**config.mk**
```make
export PLATFORM = sky130hd
export DESIGN_NAME = ic3_mac
export DESIGN_NICKNAME = d
export VERILOG_FILES = /design/src/rtl/core/ic3_pkg.sv /design/src/rtl/core/ic3_mac.sv
export SDC_FILE = /design/constraint.sdc
export NUM_CORES = 2
export LEC_CHECK = 0
export BUFFER_PORTS_ARGS = -buffer_cell sky130_fd_sc_hd__buf_2
export CAP_MARGIN = 20
export CORE_MARGIN = 4
export CORE_UTILIZATION = 45
export DETAILED_ROUTE_END_ITERATION = 7
export PLACE_DENSITY = 0.6
export SLEW_MARGIN = 5
export SYNTH_ARGS = -nofsm -noshare
export SYNTH_HDL_FRONTEND = slang
export SYNTH_SLANG_ARGS = --single-unit
```
**constraint.sdc**
```tcl
create_clock -name clk -period 6.8 [get_ports clk]
set_clock_uncertainty 0.05 [all_clocks]
set_input_delay 1.02 -clock clk [delete_from_list [all_inputs] [get_ports clk]]
set_output_delay 1.02 -clock clk [all_outputs]
set_load 0.005 [all_outputs]
```
**src/rtl/core/ic3_pkg.sv**
```systemverilog
package ic3_pkg;

  // Kernel geometry and coefficient format (signed Q8.8)
  localparam int KERNEL_SIZE = 3;
  localparam int KERNEL_TAPS = KERNEL_SIZE * KERNEL_SIZE;
  localparam int COEF_BITS   = 16;
  localparam int FRAC_BITS   = 8;

  // Configuration port
  localparam int CFG_INDEX_BITS  = 3;
  localparam int CFG_DATA_BITS   = 48;
  localparam int WIDTH_REG_BITS  = 11;
  localparam int HEIGHT_REG_BITS = 12;

  // Result fields
  localparam int OUT_BITS     = 20;
  localparam int ROW_BITS     = 12;
  localparam int OUT_COL_BITS = 10;
  localparam int OUT_MAX      = 2 ** (OUT_BITS - 1) - 1;
  localparam int OUT_MIN      = -(2 ** (OUT_BITS - 1));

  // Results owed to the output before the input is held off
  localparam int FIFO_DEPTH = 8;

  // Register indexes
  typedef enum logic [CFG_INDEX_BITS-1:0] {
    REG_IMAGE_WIDTH,
    REG_IMAGE_HEIGHT,
    REG_COEF_TOP,
    REG_COEF_MIDDLE,
    REG_COEF_BOTTOM
  } reg_index_t;

  // Position of a window centre travelling alongside the pixel data
  typedef struct packed {
    logic                    emit;
    logic [ROW_BITS-1:0]     row;
    logic [OUT_COL_BITS-1:0] col;
    logic                    last;
  } tag_t;

  // One result beat
  typedef struct packed {
    logic signed [OUT_BITS-1:0] value;
    logic [ROW_BITS-1:0]        row;
    logic [OUT_COL_BITS-1:0]    col;
    logic                       last;
  } result_t;

endpackage

```
**src/rtl/core/ic3_mac.sv**
```systemverilog
module ic3_mac #(
  parameter int PIXEL_BITS = 8
) (
  input  logic                  clk,
  input  logic                  rst,
  input  logic [ic3_pkg::KERNEL_TAPS-1:0][PIXEL_BITS-1:0]  window,
  input  logic [ic3_pkg::KERNEL_SIZE-1:0][ic3_pkg::CFG_DATA_BITS-1:0] coef_rows,
  input  ic3_pkg::tag_t         tag_in,
  output logic                  res_valid,
  output ic3_pkg::result_t      result
);

  localparam int KS = ic3_pkg::KERNEL_SIZE;
  localparam int CB = ic3_pkg::COEF_BITS;
  localparam int PW = PIXEL_BITS + CB + 1;
  localparam int RW = PW + 2;
  localparam int TW = RW + 2;
  localparam int QW = TW - ic3_pkg::FRAC_BITS;
  localparam logic signed [QW-1:0] Q_MAX = QW'(ic3_pkg::OUT_MAX);
  localparam logic signed [QW-1:0] Q_MIN = QW'(ic3_pkg::OUT_MIN);
  localparam logic signed [TW-1:0] ROUND = TW'(2 ** ic3_pkg::FRAC_BITS - 1);

  logic signed [PW-1:0] prod [ic3_pkg::KERNEL_TAPS];
  logic signed [RW-1:0] row_sum [KS];
  ic3_pkg::tag_t        tag_a;
  ic3_pkg::tag_t        tag_b;
  logic signed [TW-1:0] total;
  logic signed [TW-1:0] adj;
  logic signed [QW-1:0] quot;

  // Multiply each tap by its coefficient
  always_ff @(posedge clk) begin
    for (int k = 0; k < KS; k++) begin
      for (int j = 0; j < KS; j++) begin
        prod[k*KS+j] <= $signed({1'b0, window[k*KS+j]}) *
                        $signed(coef_rows[k][CB*j +: CB]);
      end
    end
  end

  // Add up each kernel row
  always_ff @(posedge clk) begin
    for (int k = 0; k < KS; k++) begin
      row_sum[k] <= RW'(prod[k*KS]) + RW'(prod[k*KS+1]) + RW'(prod[k*KS+2]);
    end
  end

  // Advance the position tag with the data
  always_ff @(posedge clk) begin
    if (rst) begin
      tag_a <= '0;
      tag_b <= '0;
    end else begin
      tag_a <= tag_in;
      tag_b <= tag_a;
    end
  end

  // Sum the rows, drop the fraction toward zero and saturate
  always_comb begin
    total = TW'(row_sum[0]) + TW'(row_sum[1]) + TW'(row_sum[2]);
    adj   = total[TW-1] ? total + ROUND : total;
    quot  = adj[TW-1:ic3_pkg::FRAC_BITS];
    if (quot > Q_MAX) begin
      result.value = ic3_pkg::OUT_BITS'(Q_MAX);
    end else if (quot < Q_MIN) begin
      result.value = ic3_pkg::OUT_BITS'(Q_MIN);
    end else begin
      result.value = quot[ic3_pkg::OUT_BITS-1:0];
    end
    result.row = tag_b.row;
    result.col = tag_b.col;
    result.last = tag_b.last;
    res_valid = tag_b.emit;
  end

endmodule

```
==> reports/results.ini <==
[outcome]
run_status=complete, no violations

[synth]
yosys_warnings=0
syn_area_um2=55800
ys_seq_elements=354
synth_top_cell_by_area=sky130_fd_sc_hd__fa_1
synth_seq_area_share=0.127
post-synth-top-area-fraction=0.367
synth.distinct_cells=78
netlist_instances=6069
synth-main-ff-cell=sky130_fd_sc_hd__dfxtp_1
synth.top_cells.by_area=sky130_fd_sc_hd__fa_1 (37%), sky130_fd_sc_hd__dfxtp_1 (13%), sky130_fd_sc_hd__ha_1 (12%)
postSynthNetCount=7887
post_synth_edffs=0
post_synth.cell_area_avg_um2=9.19
synth_async_sr_flop_share=0

[place]
place.port_buffers=285
finalWeightedCongestion=0.841
hpwlAfterDp_mm=108

[sta]
rsz_0062_raised_after_global_routing=false
max_freq_ghz=0.159
slew_viol_final=0
timing.final.hold_violations=0
final.min_clock_period_ps=6280
holdWs_ps=387
post-route-period-util=0.923
max-slew-margin-rel=0.464
tightestPinTransition_ps=784
finalSetupTns_ps=0
finalSetupViolations=0

[clocking]
clk_pin_slew_ps=60
clk_path_buf_depth=3
clock_tree_root_buffer_cell=sky130_fd_sc_hd__clkbuf_16
cts_hold_buffers_added=0
post_cts.repair.setup_buffers=0
cts_tree=yes
worstSkewPairLatency_ps=570
cts_sinks=354
cts_max_level=2
postCtsResizedCells=0
numCtsBuffers=42

[critical_path]
cp_slowest_cell=sky130_fd_sc_hd__a2111oi_0
critical_path_arrival_ps=5210
path_max_fanout=18
r2r_end=row_sum[0][79]$_DFF_P_
r2r_setup_slack_ps=2480
worstPathCellList=inv_1 -> fa_1 -> inv_1 -> ha_1 -> o21ai_0 -> o211ai_1 -> nand3b_1 -> a2111oi_0 -> nor4_1 -> o21bai_1 -> xor2_1 -> and3_1 -> a211oi_4 -> o21ai_1 -> buf_2
cp.required_ps=5730
critical-path-top-cell-by-count=sky130_fd_sc_hd__inv_1
worst_r2r_path_depth=14
end_kind=output port
worst_setup_sp=row_sum[0][3]$_DFF_P_
regToRegStartpoint=prod[0][151]$_DFF_P_
critical-path-top-delay-family=compound AO/OA/AOI/OAI gates
path_buf_inv=3
worstSetupStartpointType=register
critPathCapture=result[29]
timing.critical_path.depth=15
critical_path_class=reg -> out
max_stage_delay_on_crit_path_ps=770

[global_route]
grt-ovfl-total=0
grt_first_pass_wirelength_mm=215
grt_util_all_layers=0.200
grt_pass1_vias=41700
maximum_number_of_pins_on_one_net_before_global_route_repair=49
number_of_antenna_violations_at_the_first_check_in_global_routing=25

[floorplan]
placeable_core_region_um2=123000
floorplan.initialDensity=0.455
io_pins=286
total_die_area_um2=130000
fp.dieH_um=360
chipWidth_um=360
total_number_of_placement_rows=128

[drt]
postRouteWirelength_mm=127
remaining_drc_errors=0
drt_first_pass_iters=7
routedWlPerCell_um=15.9
routed_via_density=4.95
drt_iter0_drc=1873
antenna_violating_nets_post_route=0
num_vias=39500

[cells_and_area]
flow.area_growth_from_synthesis_pct=8.33
final_util=0.493
mostFrequentLayoutCell=sky130_fd_sc_hd__inv_1
drive_gt1_frac=0.0643
final_cell_mix=sky130_fd_sc_hd__inv_1 (1337), sky130_fd_sc_hd__fa_1 (1024), sky130_fd_sc_hd__and2_1 (733)
final_nets=8131

[min_path]
holdCritPathClass=reg -> reg

[run]
maxCapViolCount=0

-- cell usage after synthesis, types with 67 or more instances --
master	instances
sky130_fd_sc_hd__nor3_1	99
sky130_fd_sc_hd__a21oi_1	155
sky130_fd_sc_hd__and2_1	733
sky130_fd_sc_hd__nor2_1	190
sky130_fd_sc_hd__nor2b_1	93
sky130_fd_sc_hd__xor2_1	67
sky130_fd_sc_hd__nand2_1	537
sky130_fd_sc_hd__inv_1	1337
sky130_fd_sc_hd__ha_1	552
sky130_fd_sc_hd__o21ai_0	109
sky130_fd_sc_hd__dfxtp_1	354
sky130_fd_sc_hd__xnor2_1	224
sky130_fd_sc_hd__fa_1	1024
sky130_fd_sc_hd__clkbuf_1	84
-- metrics by stage --
step           cell area [µm²]  cells  setup slack [ps]
2_1_floorplan            55800   6069              1080
3_3_place_gp             58900   7894               617
3_5_place_dp             58900   7894               581
4_1_cts                  60400   7971               542
5_1_grt                  60400   7981               157
6_report                 60400   7981               524
-- logic make-up (layout without fill, tap and decap cells) --
logic type                 after synthesis  count (layout)  synth area share
and+or+nand+nor                       1849            1849             0.173
xor gates and xnor gates               292             292            0.0460
DFF                                    354             354             0.127
other                                    0              10                 0
buffers and inverters                 1428            1705            0.0965
AOI/OAI and AO/OA                      566             566            0.0657
muxes                                    4               4          0.000807
adders and majority gates             1576            1576             0.491
-- registers in the layout, indices dropped and copies added (netlist names) --
register,count
prod,225
result,23
res_valid,1
row_sum,81
tag_a,24
-- worst min-delay path by stage --
stage / startpoint / end / slack [ps] / depth (start not counted)
3_5_place_dp: tag_a[11]$_SDFF_PP0_ / result[11]$_SDFF_PP0_ / 370 / 1
5_1_grt: tag_a[23]$_SDFF_PP0_ / res_valid$_SDFF_PP0_ / 410 / 1
2_1_floorplan: tag_a[23]$_SDFF_PP0_ / res_valid$_SDFF_PP0_ / 360 / 1
3_3_place_gp: tag_a[16]$_SDFF_PP0_ / result[16]$_SDFF_PP0_ / 370 / 1
4_1_cts: tag_a[8]$_SDFF_PP0_ / result[8]$_SDFF_PP0_ / 390 / 1
6_report: tag_a[3]$_SDFF_PP0_ / result[3]$_SDFF_PP0_ / 390 / 1
-- cell type report --
| class | count | area (µm²) |
|---|---|---|
| fill | 11700 | 62100 |
| clock inverter | 29 | 363 |
| multi-input combinational | 4287 | 43300 |
| inverter | 1337 | 5020 |
| sequential | 354 | 7090 |
| clock buffer | 48 | 1110 |
| timing repair buffer | 291 | 1470 |
| antenna | 10 | 25.0 |
| tap | 1625 | 2030 |
-- per-layer routing --
metal	up-vias	wire length [µm]	GRT usage
met1	19700	58800	0.280
met2	682	61700	0.342
met5	-	0	0
met4	0	1770	0.0342
li1	19000	-	-
met3	114	4560	0.0201
Power is not shown: default switching activity piles up to over one toggle a cycle in this logic, so the estimate is an artifact.
