**src/rtl/core/ic3_pkg.sv**
```systemverilog
package ic3_pkg;

  // Kernel geometry and coefficient format (signed Q8.8)
  localparam int KERNEL_SIZE = 3;
  localparam int KERNEL_TAPS = KERNEL_SIZE * KERNEL_SIZE;
  localparam int COEF_BITS   = 16;
  localparam int FRAC_BITS   = 8;

  // Configuration port
  localparam int CFG_INDEX_BITS  = 3;
  localparam int CFG_DATA_BITS   = 48;
  localparam int WIDTH_REG_BITS  = 11;
  localparam int HEIGHT_REG_BITS = 12;

  // Result fields
  localparam int OUT_BITS     = 20;
  localparam int ROW_BITS     = 12;
  localparam int OUT_COL_BITS = 10;
  localparam int OUT_MAX      = 2 ** (OUT_BITS - 1) - 1;
  localparam int OUT_MIN      = -(2 ** (OUT_BITS - 1));

  // Results owed to the output before the input is held off
  localparam int FIFO_DEPTH = 8;

  // Register indexes
  typedef enum logic [CFG_INDEX_BITS-1:0] {
    REG_IMAGE_WIDTH,
    REG_IMAGE_HEIGHT,
    REG_COEF_TOP,
    REG_COEF_MIDDLE,
    REG_COEF_BOTTOM
  } reg_index_t;

  // Position of a window centre travelling alongside the pixel data
  typedef struct packed {
    logic                    emit;
    logic [ROW_BITS-1:0]     row;
    logic [OUT_COL_BITS-1:0] col;
    logic                    last;
  } tag_t;

  // One result beat
  typedef struct packed {
    logic signed [OUT_BITS-1:0] value;
    logic [ROW_BITS-1:0]        row;
    logic [OUT_COL_BITS-1:0]    col;
    logic                       last;
  } result_t;

endpackage

```
**src/rtl/core/ic3_out_fifo.sv**
```systemverilog
module ic3_out_fifo #(
  parameter int DEPTH = 8
) (
  input  logic             clk,
  input  logic             rst,
  input  logic             push,
  input  ic3_pkg::result_t push_data,
  input  logic             pop_ready,
  output logic             pop_valid,
  output ic3_pkg::result_t pop_data
);

  localparam int AW = (DEPTH > 1) ? $clog2(DEPTH) : 1;
  localparam int CW = $clog2(DEPTH + 1);

  ic3_pkg::result_t slots [DEPTH];
  logic [AW-1:0]    wr_ptr;
  logic [AW-1:0]    rd_ptr;
  logic [CW-1:0]    count;
  logic             pop;

  assign pop_valid = (count != '0);
  assign pop_data  = slots[rd_ptr];
  assign pop       = pop_valid && pop_ready;

  // Store the incoming beat
  always_ff @(posedge clk) begin
    if (push) begin
      slots[wr_ptr] <= push_data;
    end
  end

  // Advance pointers and track the fill level
  always_ff @(posedge clk) begin
    if (rst) begin
      wr_ptr <= '0;
      rd_ptr <= '0;
      count  <= '0;
    end else begin
      if (push) begin
        wr_ptr <= (wr_ptr == AW'(DEPTH - 1)) ? '0 : wr_ptr + AW'(1);
      end
      if (pop) begin
        rd_ptr <= (rd_ptr == AW'(DEPTH - 1)) ? '0 : rd_ptr + AW'(1);
      end
      case ({push, pop})
        2'b10:   count <= count + CW'(1);
        2'b01:   count <= count - CW'(1);
        default: count <= count;
      endcase
    end
  end

endmodule

```
**config.mk**
```make
export PLATFORM = sky130hd
export DESIGN_NAME = ic3_out_fifo
export DESIGN_NICKNAME = d
export VERILOG_FILES = /design/src/rtl/core/ic3_pkg.sv /design/src/rtl/core/ic3_out_fifo.sv
export SDC_FILE = /design/constraint.sdc
export NUM_CORES = 1
export LEC_CHECK = 0
export ABC_AREA = 0
export BUFFER_PORTS_ARGS = -buffer_cell sky130_fd_sc_hd__buf_2
export CELL_PAD_IN_SITES_DETAIL_PLACEMENT = 1
export CELL_PAD_IN_SITES_GLOBAL_PLACEMENT = 1
export CORE_ASPECT_RATIO = 1.25
export CORE_MARGIN = 2
export CORE_UTILIZATION = 58
export DETAILED_ROUTE_END_ITERATION = 6
export PLACE_DENSITY_LB_ADDON = 0.1
export SYNTH_ARGS = -nofsm -noshare
export SYNTH_HDL_FRONTEND = slang
export SYNTH_SLANG_ARGS = --single-unit
export TNS_END_PERCENT = 20
```
**constraint.sdc**
```tcl
create_clock -name clk -period 12.5 [get_ports clk]
set_clock_uncertainty 0.15 [all_clocks]
set_input_delay 1.875 -clock clk [delete_from_list [all_inputs] [get_ports clk]]
set_output_delay 1.875 -clock clk [all_outputs]
set_load 0.03 [all_outputs]
```
==> flow_summary.json, run 1 <==
{
  "holdWs_ps": 337,
  "post-cts-setup-buffer-count": 0,
  "cts_buffers": 35,
  "cts_tree": "done",
  "grtUsageTotal_pct": 22.4,
  "pwr-share-clk_pct": 34.1,
  "hpwl_um": 14200,
  "ios": 91,
  "reg2reg_depth": 10,
  "ys_warn_count": 0,
  "die_width_um": 142,
  "arrival_ps": 3400,
  "p_per_area_nw_per_um2": 191,
  "grt_max_degree": 57,
  "route.detailed.drc": 0,
  "drive_above_1_share_pct": 38.7,
  "drt_iter0_drc": 423,
  "required_ps": 10470,
  "finalSetupTns_ps": 0,
  "worstMarginPinSlew_ps": 1050,
  "synthFlopType": "edfxtp_1",
  "synthTopCellsByArea": "edfxtp_1 75%, mux4_2 11%, mux2_4 4.3%, mux4_1 3.4%, dfxtp_1 1.9%",
  "synthArstFlopShare_pct": 0,
  "synth_mux_area_share_pct": 19.5,
  "syn_area_um2": 13800,
  "ant_nets": 0,
  "grt_pass1_vias": 6881,
  "htreeDepth": 2,
  "overflow": 0,
  "cts.sinks": 357,
  "synthAdderAreaFrac_pct": 0.633,
  "layout_common_cells": "344 x edfxtp_1, 90 x buf_2, 68 x mux4_2, 40 x mux2_4, 37 x clkbuf_16",
  "yosysSeqAreaShare_pct": 76.6,
  "maxCapViolCount": 0,
  "p_switching_uw": 769,
  "fill_cells": 1852,
  "status": "completed",
  "slew_viol_final": 0,
  "cts_resized": 0,
  "dieArea_um2": 25100,
  "post-synth-top-area-fraction_pct": 74.7,
  "synth_compound_area_share_pct": 0.380,
  "crit_slowest_cell": "buf_4",
  "postCtsHoldBufs": 0,
  "leakage_uw": 0.00516,
  "rr_startpoint": "count[1]",
  "synth.net_count": 626,
  "swShare_pct": 25.6,
  "fin_crit_ps": 5430,
  "antenna_found_initial": 4,
  "vias_per_cell": 6.17,
  "path_max_fanout": 54,
  "port_buffers": 90,
  "p_comb_share_pct": 19.5,
  "peakVddDrop_v": 0.000129,
  "p_int_uw": 2240,
  "synth_top_family_by_area": "multiplexers",
  "rrSetupSlack_ps": 9680,
  "clk_latency_ps": 490,
  "setup_viol": 0,
  "path_class": "flop to output port",
  "finalCritPeriodShare_pct": 43.4,
  "cp-start-kind": "flop",
  "drt_first_pass_iters": 5,
  "synth-simple-area-share_pct": 1.14,
  "max_stage_delay_ps": 920,
  "gp_congestion": 0.673,
  "nets": 736,
  "grt_pass1_wl_um": 40900,
  "rr_endpoint": "count[2]",
  "fmax_mhz": 184,
  "hp-start": "rd_ptr[2]",
  "synth_top_cell_by_area": "edfxtp_1",
  "area.growth.synth_to_final_pct": 13.6,
  "synthXorXnorAreaFrac_pct": 0.190,
  "routed_wl_um": 27100,
  "relSlewSlack_pct": 30.0,
  "rsz0062_at_grt": "no",
  "cp-end-kind": "output port",
  "worstHoldPathType": "flop to flop",
  "cts.path.max_buffers": 3,
  "vias": 6170,
  "clkTransAtPathRegs_ps": 60,
  "ys_ff_latch": 357,
  "postSynthAreaPerCell_um2": 24.2,
  "placed_cells": 937,
  "core_area_um2": 23600,
  "die_y_um": 177,
  "rows": 63,
  "fin_cells": 1000,
  "hold-path-cell-count": 2,
  "seqPwrFrac_pct": 46.4,
  "layout_commonest_cell": "edfxtp_1",
  "synth_enable_flop_cells": 344,
  "clock-root-buffer": "clkbuf_16",
  "crit_chain": "buf_4 > mux4_1 > mux2_4 > buf_2",
  "initial_core_util_pct": 58.7,
  "ys_types": 32,
  "detail_route.wl_per_cell_um": 27.1,
  "netlist_instances": 572,
  "finalHoldViolations": 0
}
final cells by class:
type | instances | area [um2] | share of cell area (%)
timing repair buffer | 100 | 526 | 3.35
clock inverter | 14 | 164 | 1.04
sequential | 357 | 10600 | 67.5
tap | 292 | 365 | 2.33
antenna | 2 | 5.00 | 0.0319
multi-input combinational | 186 | 3070 | 19.6
inverter | 2 | 7.51 | 0.0478
clock buffer | 47 | 963 | 6.14
through the flow:
| step | area [um2] | power (uW) | setup slack [ps] | utilization [%] |
|---|---|---|---|---|
| after global placement | 14600 | 1990 | 7560 | 61.8 |
| after floorplan | 13800 | 1900 | 6930 | - |
| final | 15700 | 3010 | 7070 | 66.6 |
| after global routing | 15700 | 3110 | 6770 | 66.6 |
| after detailed placement | 14600 | 2010 | 7510 | 61.8 |
| after CTS | 15700 | 3040 | 6940 | 66.6 |
how the worst max path moves through the flow:
| stage | cells after the start | end | start |
|---|---|---|---|
| 6_report | 4 | pop_data[10] | flop |
| 5_1_grt | 4 | pop_data[10] | flop |
| 4_1_cts | 4 | pop_data[10] | flop |
| 3_5_place_dp | 4 | pop_data[11] | flop |
| 3_3_place_gp | 4 | pop_data[10] | flop |
| 2_1_floorplan | 2 | slots[0][0] | push |
power by group through the flow:
stage	combinational [uW]	clock [uW]	sequential, uW
finish	586	1030	1390
global route	624	1090	1400
CTS	596	1050	1400
detailed placement	589	0	1420
global placement	572	0	1420
floorplan	517	0	1380
kinds of logic after synthesis:
logic type | after synthesis
AOI/OAI and AO/OA | 9
xor gates and xnor gates | 3
adders and majority gates | 7
buffers and inverters | 29
DFF | 357
muxes | 134
and+or+nand+nor | 33
registers in the layout, summed over array words and instances (netlist names), named ones only:
signal  flops
count       4
slots     344
rd_ptr      3
wr_ptr      3
synth_stat cells, drive strengths merged, types with 2 or more instances:
master and count:
a21oi 6, buf 11, clkbuf 16, dfxtp 13, edfxtp 344, ha 7, inv 2, mux2 45
mux2i 3, mux4 86, nand2 7, nand2b 3, nor2 13, nor3 3, or3 2, xor2 3
worst max-delay path: cells and delay by family, from the launching register on:
kind                   cells  cell delay (ps)
buffers and inverters      2             1100
DFF                        1              770
muxes                      2              970
per-layer routing:
layer | share of wire [%] | wire length (um) | vias up | global-route usage [%]
li1 | - | - | 2651 | -
met1 | 38 | 10400 | 3265 | 29.0
met4 | 2.6 | 702 | 4 | 8.92
met2 | 53 | 14400 | 202 | 37.9
met5 | 0.088 | 24 | - | 0
met3 | 5.9 | 1600 | 48 | 4.38
No activity file was read; power rests on OpenSTA's default activity.
==> inputs of run 2 (changes only) <==
- ABC_AREA: 0 -> 1
- CORE_UTILIZATION: 58 -> 45
- clock period: 12.5 -> 4.4 ns (I/O delays scaled with it)
==> run 2 against run 1 <==
Utilization down 15 points. Combinational power grew to 4.7 times the previous value. Critical path depth up 2. Sequential share of layout area fell by 1.7 points. Synthesized cell count is 85% higher. Flip-flop and latch count is the same. Global-route usage down 2.6 points. Final cell count rose by 58%. Register-to-register slack got worse by 7600 ps. Total power grew to 3.2 times the previous value. Count of clock-buffer cells in the layout increased by 7.
==> flow_summary.json, run 2 <==
{
  "largest_reg_flops": 344,
  "cp-start-kind": "flop",
  "worstMarginPinSlew_ps": 1050,
  "maxCapViolCount": 0,
  "setup_viol": 0,
  "arrival_ps": 2620,
  "met3_length_um": 1250,
  "core_area_um2": 31000,
  "relSlewSlack_pct": 29.8,
  "leakage_uw": 0.00560,
  "grt_pass1_vias": 9134,
  "die_y_um": 203,
  "top_layer_used": "met5",
  "status": "completed",
  "final_util_pct": 52.0,
  "postSynthAreaPerCell_um2": 13.4,
  "vias": 8489,
  "finalCritPeriodShare_pct": 77.8,
  "initial_core_util_pct": 45.8,
  "worstHoldPathType": "primary input to flop",
  "ys_types": 25,
  "fill_cells": 3132,
  "synth_enable_flop_cells": 344,
  "route.detailed.drc": 0,
  "cts.path.max_buffers": 3,
  "gp_congestion": 0.723,
  "max_stage_delay_ps": 610,
  "final-seq-area_um2": 10600,
  "grt_max_degree": 173,
  "path_class": "flop to output port",
  "post-synth-top-area-fraction_pct": 72.8,
  "power.total_uw": 9730,
  "required_ps": 3590,
  "ios": 91,
  "peakVddDrop_v": 0.000441,
  "die_width_um": 163,
  "routed_wl_um": 32000,
  "finalSetupTns_ps": 0,
  "nets": 1200,
  "ant_nets": 0,
  "post-cts-setup-buffer-count": 0,
  "p_per_area_nw_per_um2": 604,
  "hpwl_um": 16500,
  "layout_commonest_cell": "edfxtp_1",
  "detail_route.wl_per_cell_um": 20.2,
  "synthFlopType": "edfxtp_1",
  "crit_top_cell": "nand2_1",
  "cts_buffers": 37,
  "htreeDepth": 2,
  "clk_latency_ps": 510,
  "slew_viol_final": 0,
  "multiInputGateArea_um2": 3170,
  "syn_area_um2": 14200,
  "yosysSeqAreaShare_pct": 74.6,
  "path_max_fanout": 172,
  "postCtsHoldBufs": 0,
  "fmax_mhz": 292,
  "vias_per_cell": 5.37,
  "netlist_instances": 1059,
  "area.growth.synth_to_final_pct": 13.5,
  "ys_warn_count": 0,
  "cts.sinks": 357,
  "drt_iter0_drc": 425,
  "ys_ff_latch": 357,
  "cts_tree": "done",
  "rows": 72,
  "overflow": 0,
  "clock-root-buffer": "clkbuf_16",
  "dieArea_um2": 33000,
  "synthArstFlopShare_pct": 0,
  "drive_above_1_share_pct": 17.2,
  "crit_slowest_cell": "buf_12",
  "grt_pass1_wl_um": 50000,
  "antenna_found_initial": 5,
  "rsz0062_at_grt": "no",
  "cts_resized": 0,
  "synthTopCellsByArea": "edfxtp_1 73%, nor2_1 4.2%, nand2_1 3.8%, o21ai_0 3.4%, mux2i_1 3.0%",
  "synth_top_cell_by_area": "edfxtp_1",
  "drt_first_pass_iters": 5,
  "crit_chain": "buf_12 > o21ai_0 > o22ai_1 > nand2_1 > nand2_1 > buf_2",
  "yosysMostFrequentCell": "edfxtp_1",
  "clkTransAtPathRegs_ps": 50,
  "layout_top_registers": "slots x344, count x4",
  "top_register": "slots",
  "synth.net_count": 1113,
  "fin_crit_ps": 3430,
  "met2WireLength_um": 16800,
  "port_buffers": 90,
  "cp-end-kind": "output port",
  "ys_top_cells_by_count": "344 x edfxtp_1, 159 x nor2_1, 142 x nand2_1",
  "finalHoldViolations": 0,
  "grtUsageTotal_pct": 19.8,
  "wl_met1_um": 13300,
  "layout_common_cells": "344 x edfxtp_1, 151 x nor2_1, 142 x nand2_1, 96 x o21ai_0, 90 x buf_2"
}
## run 2: changes by cell type in the layout (fill, tap and decap cells not counted), sizes merged, moves of 3 or more
cell	before	now
clkbuf	47	54
mux2i	3	43
clkinv	7	11
inv	3	19
o22ai	0	43
buf	100	109
xor2	3	0
mux4	86	0
nor2	13	191
mux2	45	0
nand2b	3	0
clkinvlp	3	0
nand2	7	142
o21ai	1	181
## run 2: logic make-up (layout without fill, tap and decap cells)
logic type | after synthesis | in the layout | synth area share, %
mux | 43 | 43 | 3.03
simple gates | 339 | 339 | 9.60
fa+ha+maj | 7 | 7 | 0.617
xor+xnor | 2 | 2 | 0.123
compound gates | 232 | 232 | 8.56
other cells | 0 | 1 | 0
flops | 357 | 357 | 74.6
buf+inv | 79 | 194 | 3.46
## run 2: worst paths after layout
path,from,to,slack [ps],depth (start not counted)
setup / recovery,flop,pop_data[22],970,6
hold / removal,rst,wr_ptr[0],210,2
setup reg to reg,wr_ptr[0],slots[2][2],2100,3
hold reg to reg,rd_ptr[2],flop,350,2
## run 2: worst max-delay path, delay by kind of cell (launching register included)
family | cells | cell delay, ps
buf+inv | 2 | 820
compound gates | 2 | 460
flops | 1 | 380
simple gates | 2 | 180
## run 2: layout make-up
cell class                      count  area share (%)
Timing Repair Buffer              109            3.84
Sequential cell                   357            65.8
Antenna cell                        1          0.0155
Inverter                           18           0.450
Clock inverter                     13           0.606
Clock buffer                       54            6.47
Multi-Input combinational cell    623            19.7
Tap cell                          407            3.16
## run 2: power breakdown
group          internal, uW  switching, uW
Sequential             3860            142
Combinational           818           1970
Clock                  1710           1240
Total                  6390           3350
## run 2: per-stage QoR
step / hold slack [ps] / setup WS [ps] / area (um2) / cells
final: 211 / 975 / 16100 / 1582
after floorplan: 320 / 922 / 14200 / 1059
after detailed placement: 347 / 1540 / 15000 / 1514
after global routing: 205 / 784 / 16100 / 1581
after CTS: 184 / 960 / 16100 / 1581
after global placement: 346 / 1580 / 15000 / 1514
## run 2: layer usage
metal	global-route usage (%)	vias up
met5	0	-
met4	5.78	8
met3	3.66	55
met2	35.9	142
met1	24.0	4288
li1	-	3996
==> inputs of run 3 (changes only) <==
- clock period: 4.4 -> 3.1 ns (I/O delays scaled with it)
==> run 3 against run 2 <==
Sequential share of layout area down 0.51 points. Critical endpoint is now pop_data[41]. Critical path depth unchanged. Final cell count up 0.13%. Clock power up 35%. Via count up 0.87%. First-iteration DRC count up 23%. Register-to-register slack worse by 1200 ps. Largest power group unchanged. Total power up 41%. Combinational power up 49%. Highest routed layer unchanged.
==> flow_summary.json, run 3 (synthesis gave the netlist of run 2 again) <==
{
  "hp-start": "rst",
  "status": "completed",
  "gp_congestion": 0.729,
  "setup_viol": 0,
  "post-cts-setup-buffer-count": 0,
  "drt_first_pass_iters": 4,
  "drive_above_1_share_pct": 17.3,
  "largest_reg_flops": 344,
  "finalCritPeriodShare_pct": 93.9,
  "initial_core_util_pct": 45.8,
  "finalHoldViolations": 0,
  "core_area_um2": 31000,
  "cts_tree": "done",
  "slew_viol_final": 0,
  "clkTransAtPathRegs_ps": 60,
  "top_register": "slots",
  "grt_pass1_vias": 9010,
  "required_ps": 2480,
  "crit_family": "buffers and inverters",
  "overflow": 0,
  "worstHoldPathType": "primary input to flop",
  "crit_slowest_cell": "buf_4",
  "layout_top_registers": "slots x344, count x4",
  "cts.path.max_buffers": 3,
  "grt_pass1_wl_um": 50300,
  "cp-start-kind": "flop",
  "rr_startpoint": "count[0]",
  "area.growth.synth_to_final_pct": 14.4,
  "path_class": "flop to output port",
  "hpwl_um": 18400,
  "cts.sinks": 357,
  "cp-end-kind": "output port",
  "vias": 8563,
  "crit_chain": "buf_4 > o21ai_0 > o22ai_1 > nand2_1 > nand2_1 > buf_2",
  "grtUsageTotal_pct": 20.0,
  "ios": 91,
  "rsz0062_at_grt": "no",
  "port_buffers": 90,
  "dieArea_um2": 33000,
  "arrival_ps": 2290,
  "nets": 1207,
  "final_util_pct": 52.4,
  "detail_route.wl_per_cell_um": 20.4,
  "drt_iter0_drc": 524,
  "fill_cells": 3148,
  "ant_nets": 0,
  "leakage_uw": 0.00564,
  "layout_commonest_cell": "edfxtp_1",
  "path_buf_inv": 2,
  "p_per_area_nw_per_um2": 847,
  "rows": 72,
  "routed_wl_um": 32300,
  "vias_per_cell": 5.41,
  "place_ws_ps": 731,
  "crit_top_cell": "nand2_1",
  "htreeDepth": 2,
  "peakVddDrop_v": 0.000543,
  "grt_max_degree": 117,
  "fin_crit_ps": 2910,
  "cts_buffers": 36,
  "maxCapViolCount": 0,
  "die_width_um": 163,
  "clk_latency_ps": 510,
  "cts_resized": 0,
  "die_y_um": 203,
  "worstMarginPinSlew_ps": 736,
  "route.detailed.drc": 0,
  "postCtsHoldBufs": 0,
  "layout_setup_ws_ps": 190,
  "max_stage_delay_ps": 570,
  "fmax_mhz": 344,
  "finalSetupTns_ps": 0,
  "layout_common_cells": "344 x edfxtp_1, 151 x nor2_1, 142 x nand2_1, 96 x o21ai_0, 90 x buf_2",
  "path_max_fanout": 56,
  "antenna_found_initial": 3,
  "clock-root-buffer": "clkbuf_16",
  "relSlewSlack_pct": 50.9
}
-- run 3: cell types whose count changed in the layout (fill, tap and decap cells not counted), sizes merged --
cell,before,now
clkinv,11,6
inv,19,20
buf,109,117
clkbuf,54,52
-- run 3: layer usage --
metal  wire [um]  global-route usage (%)  vias to the layer above
met5          22                       0                        -
met4         667                    5.40                        4
met3        1240                    3.08                       57
met2       16400                    36.1                      161
met1       13900                    25.0                     4326
li1            -                       -                     4015
-- run 3: worst paths after layout --
kind	to	slack, ps	cells after the start
max	pop_data[41]	190	6
min	wr_ptr[0]	30	2
max reg2reg	count[2]	930	13
min reg2reg	count[1]	360	2
-- run 3: layout make-up --
class	instances	area (um2)	area share (%)
well taps	407	509	3.14
diodes	1	2.50	0.0154
clock inverters	9	75.1	0.462
flip-flops and latches	357	10600	65.3
clock buffers	52	982	6.05
inverters	18	70.1	0.431
repair buffers	117	828	5.10
multi-input cells	623	3170	19.5
-- run 3: metrics by stage --
step                area [um2]  hold WS [ps]  std cells  power (uW)
floorplan                14200           320       1059        8740
global placement         15200           344       1522        9850
detailed placement       15200           356       1522        9940
CTS                      16200          20.6       1583       13900
global route             16200          35.2       1583       14500
finish                   16200          26.9       1584       13800
-- run 3: worst register-to-register path, cell delays in order, from the launching register on --
cell and delay, ps:
dfxtp_1 360, inv_1 70, nand4_1 130, nand2_1 120
inv_1 160, ha_1 240, nand2_1 70, inv_1 60
nor2_1 50, ha_1 170, a21oi_1 170, xnor2_1 100
o21ai_0 150, inv_1 50
-- run 3: power breakdown --
group	total [uW]	switching [uW]	leakage, uW	internal, uW
registers	5620	141	0.00323	5480
clock network	3980	1700	0.000509	2280
logic	4150	2900	0.00190	1250
total	13800	4740	0.00564	9010
